==> config.mk <==
export PLATFORM = sky130hd
export DESIGN_NAME = lhm_front
export DESIGN_NICKNAME = d
export VERILOG_FILES = /design/src/lhm_pkg.sv /design/src/lhm_front.sv
export SDC_FILE = /design/constraint.sdc
export NUM_CORES = 1
export LEC_CHECK = 0
export ABC_AREA = 1
export BUFFER_PORTS_ARGS = -buffer_cell sky130_fd_sc_hd__buf_2
export CORE_ASPECT_RATIO = 1.2
export CORE_UTILIZATION = 48
export DETAILED_ROUTE_END_ITERATION = 12
export PLACE_DENSITY = 0.87
export SLEW_MARGIN = 25
export SYNTH_ARGS = -nofsm -noshare
export SYNTH_HDL_FRONTEND = slang
export SYNTH_SLANG_ARGS = --single-unit
==> constraint.sdc <==
create_clock -name i_clk -period 4.75 [get_ports i_clk]
set_input_delay 0.7125 -clock i_clk [delete_from_list [all_inputs] [get_ports i_clk]]
set_output_delay 0.7125 -clock i_clk [all_outputs]
set_load 0.01 [all_outputs]
==> src/lhm_pkg.sv <==
// ----------------------------------------------------------------------------
// lhm_pkg
// Shared types and constants for the latency histogram monitor.
// ----------------------------------------------------------------------------
package lhm_pkg;

    // Default sizing of the statistics stores
    localparam int LHM_NUM_KINDS   = 4;
    localparam int LHM_NUM_BUCKETS = 32;

    // Fixed field widths
    localparam int LHM_KIND_W     = 2;
    localparam int LHM_SEL_W      = 5;
    localparam int LHM_TIME_W     = 64;
    // Widest histogram address over the full parameter range (16 kinds x 64 buckets)
    localparam int LHM_ADDR_W_MAX = 10;

    // Depth of the front-to-back command queue
    localparam int LHM_Q_DEPTH = 2;

    typedef enum logic [1:0] {
        OP_RECORD = 2'd0,
        OP_READ   = 2'd1,
        OP_CLEAR  = 2'd2
    } t_op;

    // One classified command handed from the front to the back
    typedef struct packed {
        t_op                       op;
        logic                      kind_ok;
        logic                      sel_ok;
        logic [LHM_KIND_W-1:0]     kind;
        logic [LHM_ADDR_W_MAX-1:0] addr;
        logic [LHM_TIME_W-1:0]     elapsed;
    } t_q_entry;

endpackage

==> src/lhm_front.sv <==
// ----------------------------------------------------------------------------
// lhm_front
// Accepts command beats, computes elapsed time and histogram address, drops
// records that change nothing and unused op codes, and pushes the rest into the command queue.
// ----------------------------------------------------------------------------
module lhm_front import lhm_pkg::*; #(
    parameter int NUM_KINDS   = LHM_NUM_KINDS,
    parameter int NUM_BUCKETS = LHM_NUM_BUCKETS
) (
    input  logic                  i_clk,
    input  logic                  i_rst_n,
    input  logic                  i_accept,
    input  logic [1:0]            i_op,
    input  logic [LHM_KIND_W-1:0] i_kind,
    input  logic [LHM_TIME_W-1:0] i_submit_time,
    input  logic [LHM_TIME_W-1:0] i_now_time,
    input  logic [LHM_SEL_W-1:0]  i_bucket_sel,
    input  logic                  i_q_full,
    output logic                  o_push,
    output t_q_entry              o_entry,
    output logic                  o_stall
);

    localparam int DEPTH = NUM_KINDS * NUM_BUCKETS;
    localparam int AW    = (DEPTH > 1) ? $clog2(DEPTH) : 1;
    localparam int BW    = (NUM_BUCKETS > 1) ? $clog2(NUM_BUCKETS) : 1;

    // highest set bit position, 0 for values 0 and 1
    function automatic logic [6:0] f_msb(input logic [LHM_TIME_W-1:0] v);
        logic [6:0] idx;
        idx = '0;
        for (int i = 1; i < LHM_TIME_W; i++) begin
            if (v[i]) begin
                idx = 7'(i);
            end
        end
        return idx;
    endfunction

    logic                  r_vld;
    logic                  r_keep;
    logic [1:0]            r_op;
    logic                  r_kind_ok;
    logic                  r_sel_ok;
    logic [LHM_KIND_W-1:0] r_kind;
    logic [LHM_SEL_W-1:0]  r_sel;
    logic [LHM_TIME_W-1:0] r_elapsed;

    logic                  n_kind_ok;
    logic                  n_keep;
    logic [6:0]            w_msb;
    logic [6:0]            w_bkt;
    logic [6:0]            w_idx;
    logic [AW-1:0]         w_addr;
    logic                  w_drain;

    assign n_kind_ok = (int'(i_kind) < NUM_KINDS);
    assign n_keep    = ((i_op == OP_RECORD) && (i_submit_time != '0) && n_kind_ok)
                     || (i_op == OP_READ) || (i_op == OP_CLEAR);

    assign w_msb  = f_msb(r_elapsed);
    assign w_bkt  = (int'(w_msb) >= NUM_BUCKETS) ? 7'(NUM_BUCKETS - 1) : w_msb;
    assign w_idx  = (r_op == OP_RECORD) ? w_bkt : 7'(r_sel);
    assign w_addr = AW'(r_kind) * AW'(NUM_BUCKETS) + AW'(w_idx[BW-1:0]);

    assign o_stall = r_vld && r_keep && i_q_full;
    assign o_push  = r_vld && r_keep && !i_q_full;
    assign w_drain = r_vld && !o_stall;

    assign o_entry.op      = t_op'(r_op);
    assign o_entry.kind_ok = r_kind_ok;
    assign o_entry.sel_ok  = r_sel_ok;
    assign o_entry.kind    = r_kind;
    assign o_entry.addr    = LHM_ADDR_W_MAX'(w_addr);
    assign o_entry.elapsed = r_elapsed;

    always_ff @(posedge i_clk) begin
        if (!i_rst_n) begin
            r_vld <= 1'b0;
        end else if (i_accept) begin
            r_vld <= 1'b1;
        end else if (w_drain) begin
            r_vld <= 1'b0;
        end
    end

    always_ff @(posedge i_clk) begin
        if (i_accept) begin
            r_keep    <= n_keep;
            r_op      <= i_op;
            r_kind_ok <= n_kind_ok;
            r_sel_ok  <= (int'(i_bucket_sel) < NUM_BUCKETS);
            r_kind    <= i_kind;
            r_sel     <= i_bucket_sel;
            r_elapsed <= (i_now_time > i_submit_time) ? (i_now_time - i_submit_time) : '0;
        end
    end

endmodule

; ---- After elaboration in Yosys (flattened, before gate mapping)
; Index checks and enable logic that the tools add are counted.
[totals]
register_bits = 75
inputBits = 141
output_inout_bits = 82
wordCells = 92
[classes]
addsub = 2
n_lt_le_gt_ge = 2
n_eq_ne = 2
n_mux = 67
reduce_logical = 13
[ops]
columns = cell, n
row1 = 2-to-1 mux 7 bit, 61
row2 = greater-than comparator 64 bit, 1
row3 = nonzero test 64 bit, 1
row4 = subtractor 64 bit, 1
row5 = 2-to-1 mux 5 bit, 2
row6 = adder 7 x 5 -> 7 bit, 1
row7 = greater-or-equal comparator 7 x 6 -> 1 bit (second input constant), 1
row8 = logical AND 1 bit, 5
row9 = logical NOT 2 bit, 2
row10 = 2-to-1 mux 1 bit, 3
row11 = == test 2 x 1 -> 1 bit (second input constant), 1
row12 = == test 2 bit (second input constant), 1
row13 = logical NOT 1 bit, 2
row14 = logical OR 1 bit, 2
row15 = 2-to-1 mux 2 bit, 1
row16 = nonzero test 2 bit, 1

; ---- Longest topological paths before layout
[logic_depth]
ltp_word = 67
depth_mapped = 61
mapped_depth_nobuf = 61

; ---- Worst setup path after synthesis
; Ideal clock, no wire load.
[synth_timing]
kind = input port to flip-flop
startpoint = input i_now_time[0]
endpoint = register r_elapsed[62] (data pin)
setup_ps = 254
arrival_time_ps = 4287
t_required_ps = 4496
setup_slack_ps = 209
cell_stages = 28
path_buffers = 0
path_cell_list = inv_1 ha_1 fa_1 o21ai_2 a221o_1 a221o_1 nand3_1 nand2_1 nand3_1 nand2_1 nand3_1 nand2_1 nand2_1 o211ai_1 a21oi_1 o21ai_1 nand3_1 nand2_1 a21oi_1 o21ai_2 a21oi_1 o21ai_0 nand2_1 a211oi_1 nand2_1 nand3_1 a21oi_1 o21a_1
[synth_via]
elab_chain_len = 1
word_cells_on_any_way = 2
cone_classes = 1 x add/sub / 1 x order compare
[synth_lines]
columns = item, line_no
row1 = start: declaration, lhm_front.sv:16  ; input logic [LHM_TIME_W-1:0] i_now_time,
row2 = subtractor 64 bit or greater-than comparator 64 bit (tied branches), lhm_front.sv:95  ; r_elapsed <= (i_now_time > i_submit_time) ? (i_now_time - i_submit_time) : '0;
row3 = end signal: assignment, lhm_front.sv:95
row4 = end: declaration, lhm_front.sv:47  ; logic [LHM_TIME_W-1:0] r_elapsed;
; Parallel ways exist; a longest one is shown, timed or not.
; A chain may end at the register's enable or synchronous reset.

==> qor.log <==
INFO  detailed_routing wire_per_inst=14.4µm
INFO  place          post-dp-hpwl=16000µm
INFO  sta            finalHoldViolations=0
INFO  sta            timing.fmax=213MHz
INFO  setup_path     path_class=flip-flop to output port
INFO  power          irDropWorstVdd=158µV
INFO  synth          yosys_register_bits=75
INFO  sta            slew_headroom=34.8%
INFO  setup_path     crit_required=4.04ns
INFO  synth          ys.warnings.count=0
INFO  sta            timing.hold.ws=0.559ns
INFO  synth          netlist_instances=940
INFO  sta            clock_skew=0.000226ns
INFO  detailed_routing wirelength=19800µm
INFO  floorplanning  floorplan.rows=48
INFO  floorplanning  die_h=135µm
INFO  clock_tree     cts_buffers=9
INFO  detailed_routing ant_nets=0
INFO  synth          async_reset_ff_share=0%
INFO  place          place.gp.congestion=0.926
INFO  cells_and_area area_growth_from_synthesis_to_layout=27.6%
INFO  floorplanning  die_w=113µm
INFO  detailed_routing drt_drc_violations_left=0
INFO  global_route   pin_count_of_the_biggest_net_entering_global_routing=76
INFO  synth          synth_seq_area_share=31.9%
INFO  worst_hold_path min-delay-path-class=input pin to flip-flop
INFO  global_route   via_count_of_the_first_global_routing_pass=6747
INFO  clock_tree     clock_tree_from_tritoncts=built
INFO  clock_tree     tritoncts_num_sinks=75
INFO  clock_tree     h-tree-depth=3
INFO  setup_path     critical_path.n_buffers_inverters=2
INFO  synth          synth_enable_flop_cells=74
INFO  setup_path     worst_setup_path_start_kind=flip-flop
INFO  synth          dominantRegCellSynth=sky130_fd_sc_hd__edfxtp_1
INFO  sta            max_slew.worst_pin.slew=0.978ns
INFO  sta            worst_slack=0.0655ns
INFO  global_route   global_route_wire_length_before_repair=31200µm
INFO  sta            fin_crit=4.68ns
INFO  synth          number_of_different_library_cells_in_the_post_synthesis_netlist=49
INFO  floorplanning  placeableCoreArea=14400µm²
INFO  global_route   grt_use_total=25.9%
INFO  synth          synth_area_per_cell=7.48µm²
INFO  setup_path     worstPathMaxFanout=3
INFO  synth          synthesis.area=7030µm²
INFO  job            max_cap_viols=0
INFO  global_route   globalRouteOverflowTotal=0
INFO  setup_path     cp_common_cell=sky130_fd_sc_hd__nand2_1
INFO  cells_and_area post-route-util=62.5%
INFO  sta            number_of_slew_limit_violations_in_the_final_report=0
INFO  cells_and_area nets=1403
INFO  setup_path     critPathSlowestCell=sky130_fd_sc_hd__edfxtp_1
INFO  detailed_routing vias=7246
INFO  detailed_routing first_pass_iters=5
INFO  detailed_routing routed_via_density=5.27
INFO  sta            report.final.setup_viol=0
INFO  run_status     outcome=finished, final reports clean
INFO  floorplanning  num_io_pins=223
INFO  place          pre_cts_ws=-0.0948ns
INFO  setup_path     setup.worst_path.end_class=output port
INFO  power          power_leakage=4.64nW
INFO  cells_and_area fraction_of_final_layout_cells_with_drive_strength_greater_than_1=27.8%
INFO  clock_tree     clk_root_buffer_cell=sky130_fd_sc_hd__clkbuf_16
INFO  global_route   initial_antenna_violation_count=1
INFO  clock_tree     clock_path_buffers=2
INFO  floorplanning  floorplan.die_area=15100µm²
INFO  setup_path     crit_family=simple AND/OR/NAND/NOR gates
INFO  detailed_routing drt_iter0_drc=360
INFO  place          place.port_buffers=217
INFO  power          power-per-cell-area=276nW/µm²
INFO  setup_path     timing.critical_path.slowest_cell_delay=0.41ns
INFO  power          total_power_consumption=2.48mW
INFO  clock_tree     worst_setup_hold_path_clk_slew=0.06ns
INFO  sta            period_share=98.6%
INFO  floorplanning  initial_core_util=49.0%
INFO  setup_path     timing.critical_path.arrival=3.97ns
INFO  clock_tree     clk-insertion-delay-late=0.32ns
INFO  sta            setup_repair_after_global_routing_missed_its_margin=true
worst register-to-register path, stage by stage, from the launching register on:
cell                       delay (ns)
sky130_fd_sc_hd__edfxtp_1        0.39
sky130_fd_sc_hd__nand3_1         0.10
sky130_fd_sc_hd__inv_1           0.05
sky130_fd_sc_hd__o21a_1          0.16
state kept, by name, summed over array words and instances (netlist names):
register and flops:
r_elapsed 64, r_sel 5, r_kind 2, r_op 2
r_keep 1, r_vld 1
what timing repair did:
item,in CTS,in global routing
resized for setup,0,16
hold buffers,0,0
endpoints found under the setup margin,0,29
buffers inserted,0,6
power by group:
part / total (mW) / switching, mW / internal, mW
clock: 0.643 / 0.249 / 0.394
combinational: 0.941 / 0.540 / 0.402
sequential: 0.893 / 0.0613 / 0.831
total: 2.48 / 0.850 / 1.63
layout make-up:
class	count	area [µm²]
diodes	1	2.50
clock buffers	9	225
clock inverters	5	46.3
fillers	1264	5380
inverters	185	694
multi-input cells	669	4120
flip-flops and latches	75	2240
well taps	175	219
repair buffers	257	1430
Yosys cell counts, types with 2 or more instances:
master	count	area share [%]
sky130_fd_sc_hd__xor2_1	9	1.1
sky130_fd_sc_hd__nand2_1	187	10
sky130_fd_sc_hd__o21ai_1	3	0.21
sky130_fd_sc_hd__o31ai_1	2	0.21
sky130_fd_sc_hd__nand4_1	12	1.1
sky130_fd_sc_hd__xnor2_1	10	1.2
sky130_fd_sc_hd__o21ai_2	8	1.0
sky130_fd_sc_hd__nand3_1	23	1.6
sky130_fd_sc_hd__o21a_1	20	2.1
sky130_fd_sc_hd__inv_2	2	0.11
sky130_fd_sc_hd__ha_1	64	11
sky130_fd_sc_hd__clkbuf_1	6	0.32
sky130_fd_sc_hd__a21oi_1	113	8.0
sky130_fd_sc_hd__nor4_1	21	1.9
sky130_fd_sc_hd__inv_1	182	9.7
sky130_fd_sc_hd__edfxtp_1	74	32
sky130_fd_sc_hd__o21ai_4	4	0.93
sky130_fd_sc_hd__conb_1	2	0.11
sky130_fd_sc_hd__a21oi_2	4	0.50
sky130_fd_sc_hd__nor3b_2	2	0.36
sky130_fd_sc_hd__nor2_1	83	4.4
sky130_fd_sc_hd__o21ai_0	25	1.8
sky130_fd_sc_hd__nand2_2	4	0.36
sky130_fd_sc_hd__o21bai_1	8	0.85
sky130_fd_sc_hd__nor3_1	5	0.36
sky130_fd_sc_hd__o221ai_1	2	0.25
sky130_fd_sc_hd__o22a_1	2	0.25
sky130_fd_sc_hd__a21oi_4	3	0.69
sky130_fd_sc_hd__a31oi_1	12	1.1
sky130_fd_sc_hd__or2_2	15	1.3
sky130_fd_sc_hd__a21boi_4	6	1.6
sky130_fd_sc_hd__a221o_1	2	0.28
sky130_fd_sc_hd__o211ai_1	3	0.32
sky130_fd_sc_hd__buf_4	7	0.75
per-stage QoR:
| step | TNS, ns | cells | area [µm²] |
|---|---|---|---|
| global placement | -0.000667 | 1355 | 8580 |
| global route | -0.912 | 1376 | 8970 |
| floorplan | 0 | 943 | 7040 |
| detailed placement | -0.538 | 1355 | 8580 |
| finish | 0 | 1376 | 8970 |
| CTS | 0 | 1369 | 8850 |
path summary, 6_finish.rpt:
check                                  start           to  slack, ns  cells after the start
worst max register to register        r_keep        r_vld       3.95                      3
worst max-delay path            r_elapsed[2]  o_entry[64]       0.07                     62
worst min-delay path               i_kind[1]    r_kind[1]       0.56                      1
worst min register to register         r_vld        r_vld       0.59                      3
cell families (layout without fill, tap and decap cells):
kind of cell               Yosys count  count (layout)  synth area share, %
and+or+nand+nor                    355             355                 21.7
buffers and inverters              199             456                 11.0
DFF                                 75              75                 31.9
AOI/OAI and AO/OA                  225             225                 21.3
adders and majority gates           65              65                 11.7
xor gates and xnor gates            19              19                 2.37
other                                2               6                0.107
placed cells by master (no fill, tap or decap), types with 4 or more instances in the layout:
cell,synthesis,routed
sky130_fd_sc_hd__a21oi_2,4,9
sky130_fd_sc_hd__nand2_2,4,8
sky130_fd_sc_hd__a21boi_4,6,6
sky130_fd_sc_hd__inv_1,182,182
sky130_fd_sc_hd__o21bai_1,8,8
sky130_fd_sc_hd__buf_2,1,216
sky130_fd_sc_hd__conb_1,2,5
sky130_fd_sc_hd__edfxtp_1,74,74
sky130_fd_sc_hd__o21a_1,20,20
sky130_fd_sc_hd__nand3_1,23,23
sky130_fd_sc_hd__o21ai_2,8,7
sky130_fd_sc_hd__a31oi_1,12,12
sky130_fd_sc_hd__nor2_1,83,83
sky130_fd_sc_hd__o21ai_0,25,24
sky130_fd_sc_hd__nor3_1,5,5
sky130_fd_sc_hd__buf_4,7,38
sky130_fd_sc_hd__xor2_1,9,9
sky130_fd_sc_hd__clkbuf_16,0,9
sky130_fd_sc_hd__nand4_1,12,12
sky130_fd_sc_hd__o21ai_4,4,6
sky130_fd_sc_hd__clkinv_1,1,4
sky130_fd_sc_hd__nor4_1,21,21
sky130_fd_sc_hd__nand2_1,187,183
sky130_fd_sc_hd__ha_1,64,62
sky130_fd_sc_hd__or2_2,15,15
sky130_fd_sc_hd__xnor2_1,10,10
sky130_fd_sc_hd__a21oi_1,113,108
metal layers:
| layer | GRT usage (%) | up-vias | part of all wire, % |
|---|---|---|---|
| li1 | - | 3649 | - |
| met5 | 0 | - | 0 |
| met3 | 3.05 | 61 | 5.1 |
| met1 | 31.0 | 3273 | 40 |
| met2 | 46.9 | 263 | 51 |
| met4 | 11.5 | 0 | 4.0 |
Power figures use the tool's default switching activity.
