--- src/lhm_pkg.sv ---
// ----------------------------------------------------------------------------
// lhm_pkg
// Shared types and constants for the latency histogram monitor.
// ----------------------------------------------------------------------------
package lhm_pkg;

    // Default sizing of the statistics stores
    localparam int LHM_NUM_KINDS   = 4;
    localparam int LHM_NUM_BUCKETS = 32;

    // Fixed field widths
    localparam int LHM_KIND_W     = 2;
    localparam int LHM_SEL_W      = 5;
    localparam int LHM_TIME_W     = 64;
    // Widest histogram address over the full parameter range (16 kinds x 64 buckets)
    localparam int LHM_ADDR_W_MAX = 10;

    // Depth of the front-to-back command queue
    localparam int LHM_Q_DEPTH = 2;

    typedef enum logic [1:0] {
        OP_RECORD = 2'd0,
        OP_READ   = 2'd1,
        OP_CLEAR  = 2'd2
    } t_op;

    // One classified command handed from the front to the back
    typedef struct packed {
        t_op                       op;
        logic                      kind_ok;
        logic                      sel_ok;
        logic [LHM_KIND_W-1:0]     kind;
        logic [LHM_ADDR_W_MAX-1:0] addr;
        logic [LHM_TIME_W-1:0]     elapsed;
    } t_q_entry;

endpackage

--- src/lhm_queue.sv ---
// ----------------------------------------------------------------------------
// lhm_queue
// Short FIFO of classified commands between front and back.
// ----------------------------------------------------------------------------
module lhm_queue import lhm_pkg::*; (
    input  logic     i_clk,
    input  logic     i_rst_n,
    input  logic     i_push,
    input  t_q_entry i_entry,
    input  logic     i_pop,
    output t_q_entry o_entry,
    output logic     o_full,
    output logic     o_empty
);

    localparam int PW = (LHM_Q_DEPTH > 1) ? $clog2(LHM_Q_DEPTH) : 1;
    localparam int CW = $clog2(LHM_Q_DEPTH + 1);

    t_q_entry      r_mem [LHM_Q_DEPTH];
    logic [PW-1:0] r_wp;
    logic [PW-1:0] r_rp;
    logic [CW-1:0] r_cnt;

    assign o_full  = (r_cnt == CW'(LHM_Q_DEPTH));
    assign o_empty = (r_cnt == '0);
    assign o_entry = r_mem[r_rp];

    always_ff @(posedge i_clk) begin
        if (!i_rst_n) begin
            r_wp  <= '0;
            r_rp  <= '0;
            r_cnt <= '0;
        end else begin
            if (i_push) begin
                r_wp <= (r_wp == PW'(LHM_Q_DEPTH - 1)) ? '0 : r_wp + 1'b1;
            end
            if (i_pop) begin
                r_rp <= (r_rp == PW'(LHM_Q_DEPTH - 1)) ? '0 : r_rp + 1'b1;
            end
            if (i_push && !i_pop) begin
                r_cnt <= r_cnt + 1'b1;
            end else if (i_pop && !i_push) begin
                r_cnt <= r_cnt - 1'b1;
            end
        end
    end

    always_ff @(posedge i_clk) begin
        if (i_push) begin
            r_mem[r_wp] <= i_entry;
        end
    end

endmodule

--- config.mk ---
export PLATFORM = sky130hd
export DESIGN_NAME = lhm_queue
export DESIGN_NICKNAME = d
export VERILOG_FILES = /design/src/lhm_pkg.sv /design/src/lhm_queue.sv
export SDC_FILE = /design/constraint.sdc
export NUM_CORES = 1
export LEC_CHECK = 0
export BUFFER_PORTS_ARGS = -buffer_cell sky130_fd_sc_hd__clkbuf_2
export CAP_MARGIN = 0
export CORE_MARGIN = 10
export CORE_UTILIZATION = 40
export DETAILED_ROUTE_END_ITERATION = 10
export GPL_TIMING_DRIVEN = 0
export PLACE_DENSITY = 0.64
export RECOVER_POWER = 100
export SLEW_MARGIN = 20
export SYNTH_ARGS = -nofsm -noshare
export SYNTH_HDL_FRONTEND = slang
export SYNTH_SLANG_ARGS = --single-unit
--- constraint.sdc ---
create_clock -name i_clk -period 5.8 [get_ports i_clk]
set_input_delay 1.16 -clock i_clk [delete_from_list [all_inputs] [get_ports i_clk]]
set_output_delay 1.16 -clock i_clk [all_outputs]
set_load 0.01 [all_outputs]
== Word level (Yosys, flattened, before mapping) ==
Memory sizes are Yosys's and may differ from the RTL's. A register that Yosys moved wholly into a read port is not among the register bits.
Index checks and enable logic that the tools add are counted.
Cells by class
  reductions and logical operators: 6
  mux-type cells: 8
  shift-type cells: 0
  div/mod/pow operators: 0
  equality and inequality tests: 1
  multiply operators: 0
  $lt $le $gt $ge: 0
  add/subtract/negate cells: 4
  bitwise logic cells: 0
Operator list (count)
  $mux W1: 6
  $mux W2: 2
  $add A1 B1 Y1 const B: 2
  $add A2 B1 Y2 const B: 1
  $eq A2 B2 Y1 const B: 1
  $logic_and A1 B1 Y1: 2
  $logic_not A1 Y1: 2
  $logic_not A2 Y1: 1
  $reduce_bool A2 Y1: 1
  $sub A2 B1 Y2 const B: 1
Word-level totals
  bits in writable memories: 160
  bits in read-only memories: 0
  register bits: 4
  latch bits: 0
  word-level logic and storage cells: 23
  memories: 1
Memory list
  r_mem: depth 2, bits a word 80, rd ports 1, clocked after Yosys merged registers in 1, write ports 1, RTL line lhm_queue.sv:19  | t_q_entry r_mem [LHM_Q_DEPTH];

== Logic depth before layout (Yosys ltp) ==
Gate-level depths: netlist (run 1).
  depth after elaboration: 4
  depth in mapped cells: 5

== Worst setup path before layout (run 1) ==
OpenSTA, ideal clock, no wires.
  kind: input-to-reg
  from: in i_push
  to: mem r_mem[0][0] (netlist name) (enable)
  setup time: 0.529 ns
  arrival time: 4.689 ns
  cell stages on the path: 1
  slack: 0.582 ns
  cell sequence: nor2b_1
Between the ends
  word-level cells in the longest chain between the ends: 2
RTL lines
  start: declaration: RTL line lhm_queue.sv:8  | input logic i_push,
  $mux W1: RTL line lhm_queue.sv:49  | if (i_push) begin
  $mux W1 (not written as such): RTL line lhm_queue.sv:50  | r_mem[r_wp] <= i_entry;
  end: declaration: RTL line lhm_queue.sv:19
No other way between the ends.

== Worst setup path in the final report (run 1) ==
  from: in i_push
  to: mem r_mem[0][62] (netlist name) (enable)
The elaborated chain is that of the path after synthesis.

==> results of run 1 <==
-- layer usage --
layer	GRT usage	up-vias
met1	0.132	1546
met5	0	-
li1	-	1450
met3	0.0647	13
met2	0.194	117
met4	0.0472	2
-- worst max-delay path, delay by kind of cell --
family / cells / cell delay [ps]
buf+inv: 3 / 1440
simple gates: 1 / 1210
-- state kept, by name, indices dropped and copies added (netlist names), named ones only --
signal / cells
r_mem: 160
r_wp: 1
r_cnt: 2
r_rp: 1
-- cell type report --
type | instances | area share
Clock inverter | 11 | 0.0148
Multi-Input combinational cell | 96 | 0.136
Clock buffer | 21 | 0.0591
Timing Repair Buffer | 169 | 0.0963
Sequential cell | 165 | 0.658
Tap cell | 184 | 0.0309
Inverter | 1 | 0.000503
Buffer | 9 | 0.00453
-- metrics by stage --
step	instance area, µm²	hold WS, ps	total power, mW	setup TNS [ps]	std cells
after CTS	7740	514	2.77	0	656
after global routing	7460	593	2.81	0	656
after floorplan	6020	466	1.58	0	271
after detailed placement	7190	503	1.72	0	624
after global placement	7080	480	1.70	-134930	620
final	7460	530	2.70	0	656
-- synth_stat cells (all sizes together) (2+ instances only) --
library cell | n | area (µm²)
buf | 9 | 95.1
xor2 | 2 | 17.5
dfxtp | 5 | 100
nor2b | 2 | 12.5
edfxtp | 160 | 4800
and2 | 4 | 25.0
mux2 | 80 | 901
-- worst max-delay path by stage --
| stage | endpoint | slack [ps] | cells after the start | from |
|---|---|---|---|---|
| 6_report | r_mem[0][62] | 2070 | 4 | i_push |
| 2_1_floorplan | r_mem[0][0] | 580 | 1 | i_push |
| 3_5_place_dp | r_mem[0][68] | 3130 | 4 | i_push |
| 4_1_cts | o_entry[2] | 2860 | 4 | flop |
| 3_3_place_gp | r_mem[0][68] | -1670 | 2 | i_push |
| 5_1_grt | r_mem[0][63] | 1760 | 4 | i_push |
-- kinds of logic after synthesis --
family	count (synthesis)	synth area share
multiplexers	80	0.150
XOR/XNOR	3	0.00437
buffers and inverters	10	0.0164
flip-flops	165	0.815
AO/OA/AOI/OAI	3	0.00333
adder cells (fa/ha/maj)	1	0.00208
AND/OR/NAND/NOR	9	0.00935
-- power by group --
part           leakage [nW]  total, mW  internal, mW  switching, mW
clock                 0.262       1.05         0.627          0.420
combinational         0.686      0.256         0.109          0.147
sequential             1.54       1.39          1.38         0.0140
==> impl_metrics.yaml, run 1 <==
run_status:
  status: "finished, violations left"
  violations: "capacitance limit, slew limit"
power_and_ir_drop:
  powerDensity_nw_per_um2: 362
  peakVddDrop_mv: 0.196
  p_leak_nw: 2.49
worst_setup_path:
  worst_setup_path_start_kind: "input port"
  worst-endpoint-arrival_ps: 3840
  setup.worst_path.class: "in -> reg"
  critPathMaxStageDelay_ps: 1210
  critPathCaptureType: "flop"
  r2r-end: "r_mem[0][62]"
  worst_ep_required_time_ps: 5910
  ff2ff_path_depth: 3
  path_cells: "clkbuf_1 -> nor2b_1 -> clkbuf_1 -> buf_12"
  path_max_fanout: 24
  r2r-start: "r_wp"
  crit_slowest_cell: "nor2b_1"
  reg2reg_setup_slack_ps: 2710
  crit_path_frequent_cell: "clkbuf_1"
timing:
  clock.fmax_mhz: 268
  finalWorstSetupSlack_ps: 2070
  maxSlewViolCount: 58
  period_share: 0.643
  setup_viol: 0
  fin_skew_ps: 5.56
  grt_setup_unrepaired: "false"
  max_slew_margin: -0.885
  period_needed_ps: 3730
  hold_viol_final: 0
  tightest_slew_ps: 2830
place:
  io_buffers: 165
  dpl_worst_slack_ps: 3130
  gp_congestion: 0.688
  dpl.hpwl_mm: 8.66
global_routing:
  grt_antenna_before_repair: 1
  grt_pass1_wl_mm: 18.7
  grt_pass1_vias: 3420
  grt_use_total: 0.121
  grt_max_degree: 43
  grt_overflow: 0
synthesis:
  synthCells: 271
  synth-seq-cells: 165
  synth_cell_types: 17
  syn_area_per_cell_um2: 22.2
  async_flop_share: 0
  netlist_area_um2: 6020
  syn-num-nets: 356
  synth_edf_count: 160
  yosys_most_used_dff: "edfxtp_1"
  synth_warnings: 0
  synth_seq_area_share: 0.815
routing:
  num_vias: 3128
  wirelength_met1_mm: 4.70
  dr_wl_met3_mm: 1.24
  post_drt_wl_per_cell_um: 18.6
  first_iter_violations: 120
  routed.top_layer: "met5"
  wl_met2_mm: 6.09
  drtPass1Iterations: 4
  final_antenna_net_count: 0
  drt_wl_total_mm: 12.2
  via_per_inst: 4.77
  drc: 0
cts:
  cts_tree: "built"
  cts.clk_slew.worst_paths_ps: 60
  cts.sinks: 165
  cts_max_level: 4
  cts_setup_buffers: 0
  ctsHoldBuffers: 0
  clkLatencyLatePin_ps: 410
  numCtsBuffers: 17
  cts-root-buf: "clkbuf_16"
  cts_buffer_depth: 2
  cts_resized: 0
layout:
  n_fill_cell: 1292
  finish.utilization: 0.509
  final_common_cell: "edfxtp_1"
  fin_nets: 544
  final_cell_mix: "edfxtp_1 (160), clkbuf_1 (145), mux2_2 (78)"
  syn2layout_area_growth_pct: 23.9
  antennaDiodeCount: 0
  multi_input_area_um2: 1020
  regArea_um2: 4900
  drive_gt1_frac: 0.301
min_path:
  hold_path.class: "reg -> reg"
  hold_depth: 2
  hold_end: "r_cnt[1]"
  holdCritStartpoint: "r_cnt[1]"
floorplanning:
  dieArea_um2: 20400
  start_util: 0.411
  die_h_um: 143
  rows: 44
  ios: 166
  coreArea_um2: 14600
  die_w_um: 143
job:
  cap_violations: 2
Note: power is estimated with default switching activity, not from simulation.
==> run 2: changes to the inputs <==
--- a/config.mk
+++ b/config.mk
@@ -5,13 +5,14 @@
 export SDC_FILE = /design/constraint.sdc
 export NUM_CORES = 1
 export LEC_CHECK = 0
+export ABC_AREA = 1
 export BUFFER_PORTS_ARGS = -buffer_cell sky130_fd_sc_hd__clkbuf_2
 export CAP_MARGIN = 0
 export CORE_MARGIN = 10
 export CORE_UTILIZATION = 40
 export DETAILED_ROUTE_END_ITERATION = 10
 export GPL_TIMING_DRIVEN = 0
-export PLACE_DENSITY = 0.64
+export PLACE_DENSITY = 0.63
 export RECOVER_POWER = 100
 export SLEW_MARGIN = 20
 export SYNTH_ARGS = -nofsm -noshare
==> constraint.sdc (replaced) <==
create_clock -name i_clk -period 3.8 [get_ports i_clk]
set_input_delay 0.76 -clock i_clk [delete_from_list [all_inputs] [get_ports i_clk]]
set_output_delay 0.76 -clock i_clk [all_outputs]
set_load 0.01 [all_outputs]
==> impl_metrics.yaml, run 2 <==
layout:
  final_cell_mix: "edfxtp_1 (160), clkbuf_2 (101), clkbuf_1 (75)"
  reg_top3: "r_mem (160), r_cnt (2)"
  n_fill_cell: 1455
  regArea_um2: 4900
  largest_register: "r_mem"
  stdcell_count: 702
  multi_input_area_um2: 1030
  drive_gt1_frac: 0.298
  syn2layout_area_growth_pct: 21.6
  antennaDiodeCount: 0
  largest_reg_flops: 160
  fin_nets: 558
  final_common_cell: "edfxtp_1"
power_and_ir_drop:
  comb_power_share: 0.083
  power_switching_mw: 0.902
  clkPwrFrac: 0.433
  peakVddDrop_mv: 0.286
  finalPower_mw: 4.40
  p_leak_nw: 2.86
  p_seq_frac: 0.483
  p_int_mw: 3.50
  switching_share: 0.205
  powerDensity_nw_per_um2: 565
routing:
  first_iter_violations: 112
  drtPass1Iterations: 4
  num_vias: 3130
  drc: 0
  final_antenna_net_count: 0
  post_drt_wl_per_cell_um: 17.3
  drt_wl_total_mm: 12.2
  via_per_inst: 4.46
synthesis:
  synthCells: 284
  yosys_most_used_dff: "edfxtp_1"
  synth_top_area_frac: 0.750
  async_flop_share: 0
  netlist_area_um2: 6400
  syn-num-nets: 369
  yosysMostFrequentCell: "edfxtp_1"
  synth_cell_types: 13
  synth_warnings: 0
  syn_area_per_cell_um2: 22.6
  synth_largest_area_cell: "edfxtp_1"
  synth_seq_area_share: 0.766
  synth_edf_count: 160
  synth_area_leaders: "edfxtp_1 (75%), mux2_4 (19%), buf_12 (2.5%)"
  synth_common_cells: "edfxtp_1 (160), mux2_4 (80), nor2_1 (9)"
  synth-seq-cells: 165
cts:
  clkLatencyLatePin_ps: 410
  cts_buffer_depth: 2
  cts_setup_buffers: 0
  cts.sinks: 165
  cts.clk_slew.worst_paths_ps: 60
  cts_max_level: 4
  ctsHoldBuffers: 0
  cts_resized: 0
  cts-root-buf: "clkbuf_16"
  numCtsBuffers: 17
  cts_tree: "built"
timing:
  maxSlewViolCount: 1
  clock.fmax_mhz: 367
  hold_viol_final: 0
  fin_skew_ps: 3.97
  tightest_slew_ps: 1500
  grt_setup_unrepaired: "false"
  finalWorstSetupSlack_ps: 1070
  setup_viol: 0
  max_slew_margin: -0.00269
  finalSetupTns_ps: 0
  period_needed_ps: 2730
  period_share: 0.717
global_routing:
  grt_pass1_wl_mm: 19.1
  grt_overflow: 0
  grt_antenna_before_repair: 0
  grt_max_degree: 47
  grt_use_total: 0.115
  grt_pass1_vias: 3388
place:
  dpl.hpwl_mm: 8.69
  dpl_worst_slack_ps: 1640
  gp_congestion: 0.676
  io_buffers: 165
  place_inst: 670
min_path:
  hold_path.class: "reg -> reg"
  hold_depth: 2
  hold_end: "r_wp"
  holdCritStartpoint: "r_wp"
floorplanning:
  start_util: 0.406
  rows: 46
  ios: 166
  dieArea_um2: 21500
  die_w_um: 147
  die_h_um: 147
  coreArea_um2: 15800
worst_setup_path:
  setup.worst_path.class: "reg -> out"
  reg2reg_setup_slack_ps: 1560
  ff2ff_path_depth: 3
  worst_ep_required_time_ps: 3040
  r2r-end: "r_mem[1][14]"
  critPathCaptureType: "output pin"
  worst_setup_path_start_kind: "flop"
  path_max_fanout: 10
  r2r-start: "r_wp"
  worst-endpoint-arrival_ps: 1970
job:
  cap_violations: 1
run_status:
  status: "finished, violations left"
  violations: "capacitance limit, slew limit"
## run 2: worst max-delay path, stage by stage, from the launching register on
cell	delay (ps)
dfxtp_1	320
buf_6	140
clkbuf_1	550
mux2_1	390
clkbuf_2	150
## run 2: how the worst max path moves through the flow
stage / end / from
6_report: o_entry[57] / flop
5_1_grt: o_entry[57] / flop
4_1_cts: o_entry[57] / flop
3_5_place_dp: r_mem[0][30] / i_push
3_3_place_gp: r_mem[0][32] / i_push
2_1_floorplan: r_mem[0][0] / i_push
## run 2: logic make-up (layout without fill, tap and decap cells)
| group | count (synthesis) | after routing | share of synthesized area |
|---|---|---|---|
| buffers and inverters | 17 | 219 | 0.0315 |
| adders and majority gates | 1 | 1 | 0.00195 |
| and+or+nand+nor | 19 | 19 | 0.0117 |
| DFF | 165 | 165 | 0.766 |
| muxes | 80 | 80 | 0.188 |
| AOI/OAI and AO/OA | 2 | 2 | 0.00156 |
## run 2: area by class of cell
cell class,count,share of cell area
plain buffers,9,0.00530
clock buffers,19,0.0556
clock inverters,13,0.0294
inverters,8,0.00418
multi-input cells,102,0.133
flip-flops and latches,165,0.630
well taps,216,0.0347
repair buffers,170,0.109
## run 2: per-stage QoR
stage	hold WS [ps]	instance area (µm²)	utilization
6_report	509	7790	0.494
5_1_grt	518	7790	0.494
4_1_cts	510	8300	0.526
3_5_place_dp	496	7640	0.484
3_3_place_gp	480	7500	0.476
2_1_floorplan	463	6410	-
## run 2: per-layer routing
layer,part of all wire,wire length [µm],vias up,global-route usage
li1,-,-,1485,-
met1,0.42,5060,1526,0.129
met2,0.49,5910,106,0.186
met3,0.084,1030,13,0.0510
met4,0.014,171,0,0.0495
met5,0,0,-,0
## run 2: power by group through the flow
| stage | Combinational [mW] | Clock [mW] | Sequential, mW |
|---|---|---|---|
| after CTS | 0.485 | 1.95 | 2.13 |
| after floorplan | 0.282 | 0 | 2.17 |
| after detailed placement | 0.483 | 0 | 2.17 |
| after global placement | 0.452 | 0 | 2.17 |
| after global routing | 0.407 | 2.03 | 2.13 |
| final | 0.367 | 1.91 | 2.13 |
==> run 3: changes to the inputs <==
==> constraint.sdc (replaced) <==
create_clock -name i_clk -period 2.6 [get_ports i_clk]
set_input_delay 0.52 -clock i_clk [delete_from_list [all_inputs] [get_ports i_clk]]
set_output_delay 0.52 -clock i_clk [all_outputs]
set_load 0.01 [all_outputs]
==> impl_metrics.yaml, run 3 (synthesis gave the netlist of run 2 again) <==
cts:
  ctsHoldBuffers: 0
  cts.sinks: 165
  numCtsBuffers: 17
  cts_tree: "built"
  cts_buffer_depth: 2
  clkLatencyLatePin_ps: 410
  cts_resized: 0
  cts_max_level: 4
  cts_setup_buffers: 0
  cts-root-buf: "clkbuf_16"
  cts.clk_slew.worst_paths_ps: 60
floorplanning:
  coreArea_um2: 15800
  die_h_um: 147
  dieArea_um2: 21500
  die_w_um: 147
  ios: 166
  start_util: 0.406
  rows: 46
global_routing:
  grt_max_degree: 49
  grt_antenna_before_repair: 0
  grt_use_total: 0.116
  grt_pass1_wl_mm: 19.4
  grt_pass1_vias: 3459
  grt_overflow: 0
timing:
  maxSlewViolCount: 0
  period_share: 0.865
  hold_slack_ps: 300
  grt_setup_unrepaired: "false"
  period_needed_ps: 2250
  fin_skew_ps: 3.94
  tightest_slew_ps: 1350
  hold_viol_final: 0
  clock.fmax_mhz: 445
  max_slew_margin: 0.0978
  finalSetupTns_ps: 0
  setup_viol: 0
power_and_ir_drop:
  finalPower_mw: 5.92
  powerDensity_nw_per_um2: 760
  peakVddDrop_mv: 0.419
  p_leak_nw: 2.85
layout:
  largest_reg_flops: 160
  final_common_cell: "edfxtp_1"
  largest_register: "r_mem"
  final_cell_mix: "edfxtp_1 (160), clkbuf_1 (94), clkbuf_2 (78)"
  finish.utilization: 0.495
  fin_nets: 558
  stdcell_count: 701
  syn2layout_area_growth_pct: 21.8
  reg_top3: "r_mem (160), r_cnt (2)"
  drive_gt1_frac: 0.311
  antennaDiodeCount: 0
min_path:
  hold_path.class: "in -> reg"
  hold_depth: 1
  hold_end: "r_mem[0][2]"
  holdCritStartpoint: "i_entry[2]"
worst_setup_path:
  r2r-start: "r_wp"
  worst_ep_required_time_ps: 2080
  critPathCaptureType: "output pin"
  reg2reg_setup_slack_ps: 390
  worst_setup_path_start_kind: "flop"
  worst-endpoint-arrival_ps: 1730
  ff2ff_path_depth: 4
  setup.worst_path.class: "reg -> out"
  crit_path_frequent_cell: "clkbuf_2"
  path_max_fanout: 10
  path_cells: "buf_6 -> clkbuf_2 -> mux2_1 -> clkbuf_2"
  cp_top_family: "buffers and inverters"
  critPathMaxStageDelay_ps: 390
  r2r-end: "r_mem[0][24]"
  path_buf_inv: 3
  crit_slowest_cell: "mux2_1"
routing:
  num_vias: 3115
  drc: 0
  first_iter_violations: 116
  via_per_inst: 4.44
  drtPass1Iterations: 4
  drt_wl_total_mm: 12.4
  post_drt_wl_per_cell_um: 17.6
  final_antenna_net_count: 0
job:
  cap_violations: 0
place:
  dpl.hpwl_mm: 8.88
  gp_congestion: 0.661
  place_inst: 670
  io_buffers: 165
run_status:
  status: "completed"
## run 3: changes by cell type in the layout (fill, tap and decap cells not counted), moves of 4 or more
cell	previous run	this run
clkbuf_2	101	78
clkinvlp_4	0	4
mux2_4	9	38
mux2_1	71	42
buf_12	0	5
bufinv_16	6	1
clkbuf_1	75	94
## run 3: final cells by class
class	count	area, µm²
timing repair buffer	170	833
multi-input combinational	102	1140
clock inverter	12	90.1
fill	1416	7970
tap	216	270
buffer	9	96.3
clock buffer	19	433
sequential	165	4900
inverter	8	30.0
## run 3: stage by stage
| stage | setup WS (ps) | cell area (µm²) |
|---|---|---|
| final | 351 | 7800 |
| after global routing | 236 | 7800 |
| after CTS | 438 | 8160 |
| after detailed placement | 618 | 7630 |
| after global placement | -1060 | 7510 |
| after floorplan | 22.2 | 6410 |
## run 3: how the worst max path moves through the flow
stage,from,end,slack (ps),cells past startpoint
floorplan,i_push,r_mem[1][0],20,2
global placement,i_push,r_mem[1][34],-1060,3
detailed placement,i_push,r_mem[0][10],620,6
CTS,flop,o_entry[42],440,4
global route,flop,o_entry[23],240,4
finish,flop,o_entry[23],350,4
## run 3: report_power, final
group          internal, mW  switching (mW)  total (mW)
clock network          1.29           0.936        2.23
registers              3.08          0.0324        3.11
logic                 0.272           0.315       0.587
total                  4.64            1.28        5.92
## run 3: worst reg2reg max path: stages (launching register included)
cell and delay (ps):
dfxtp_1 320, nor2_1 1010, buf_16 240, buf_16 170, buf_16 170
## run 3: metal layers
metal  share of wire  vias up  GRT usage
li1                -     1484          -
met1            0.41     1525      0.126
met2            0.51       99      0.196
met3           0.078        7     0.0556
met4          0.0095        0     0.0380
met5               0        -          0
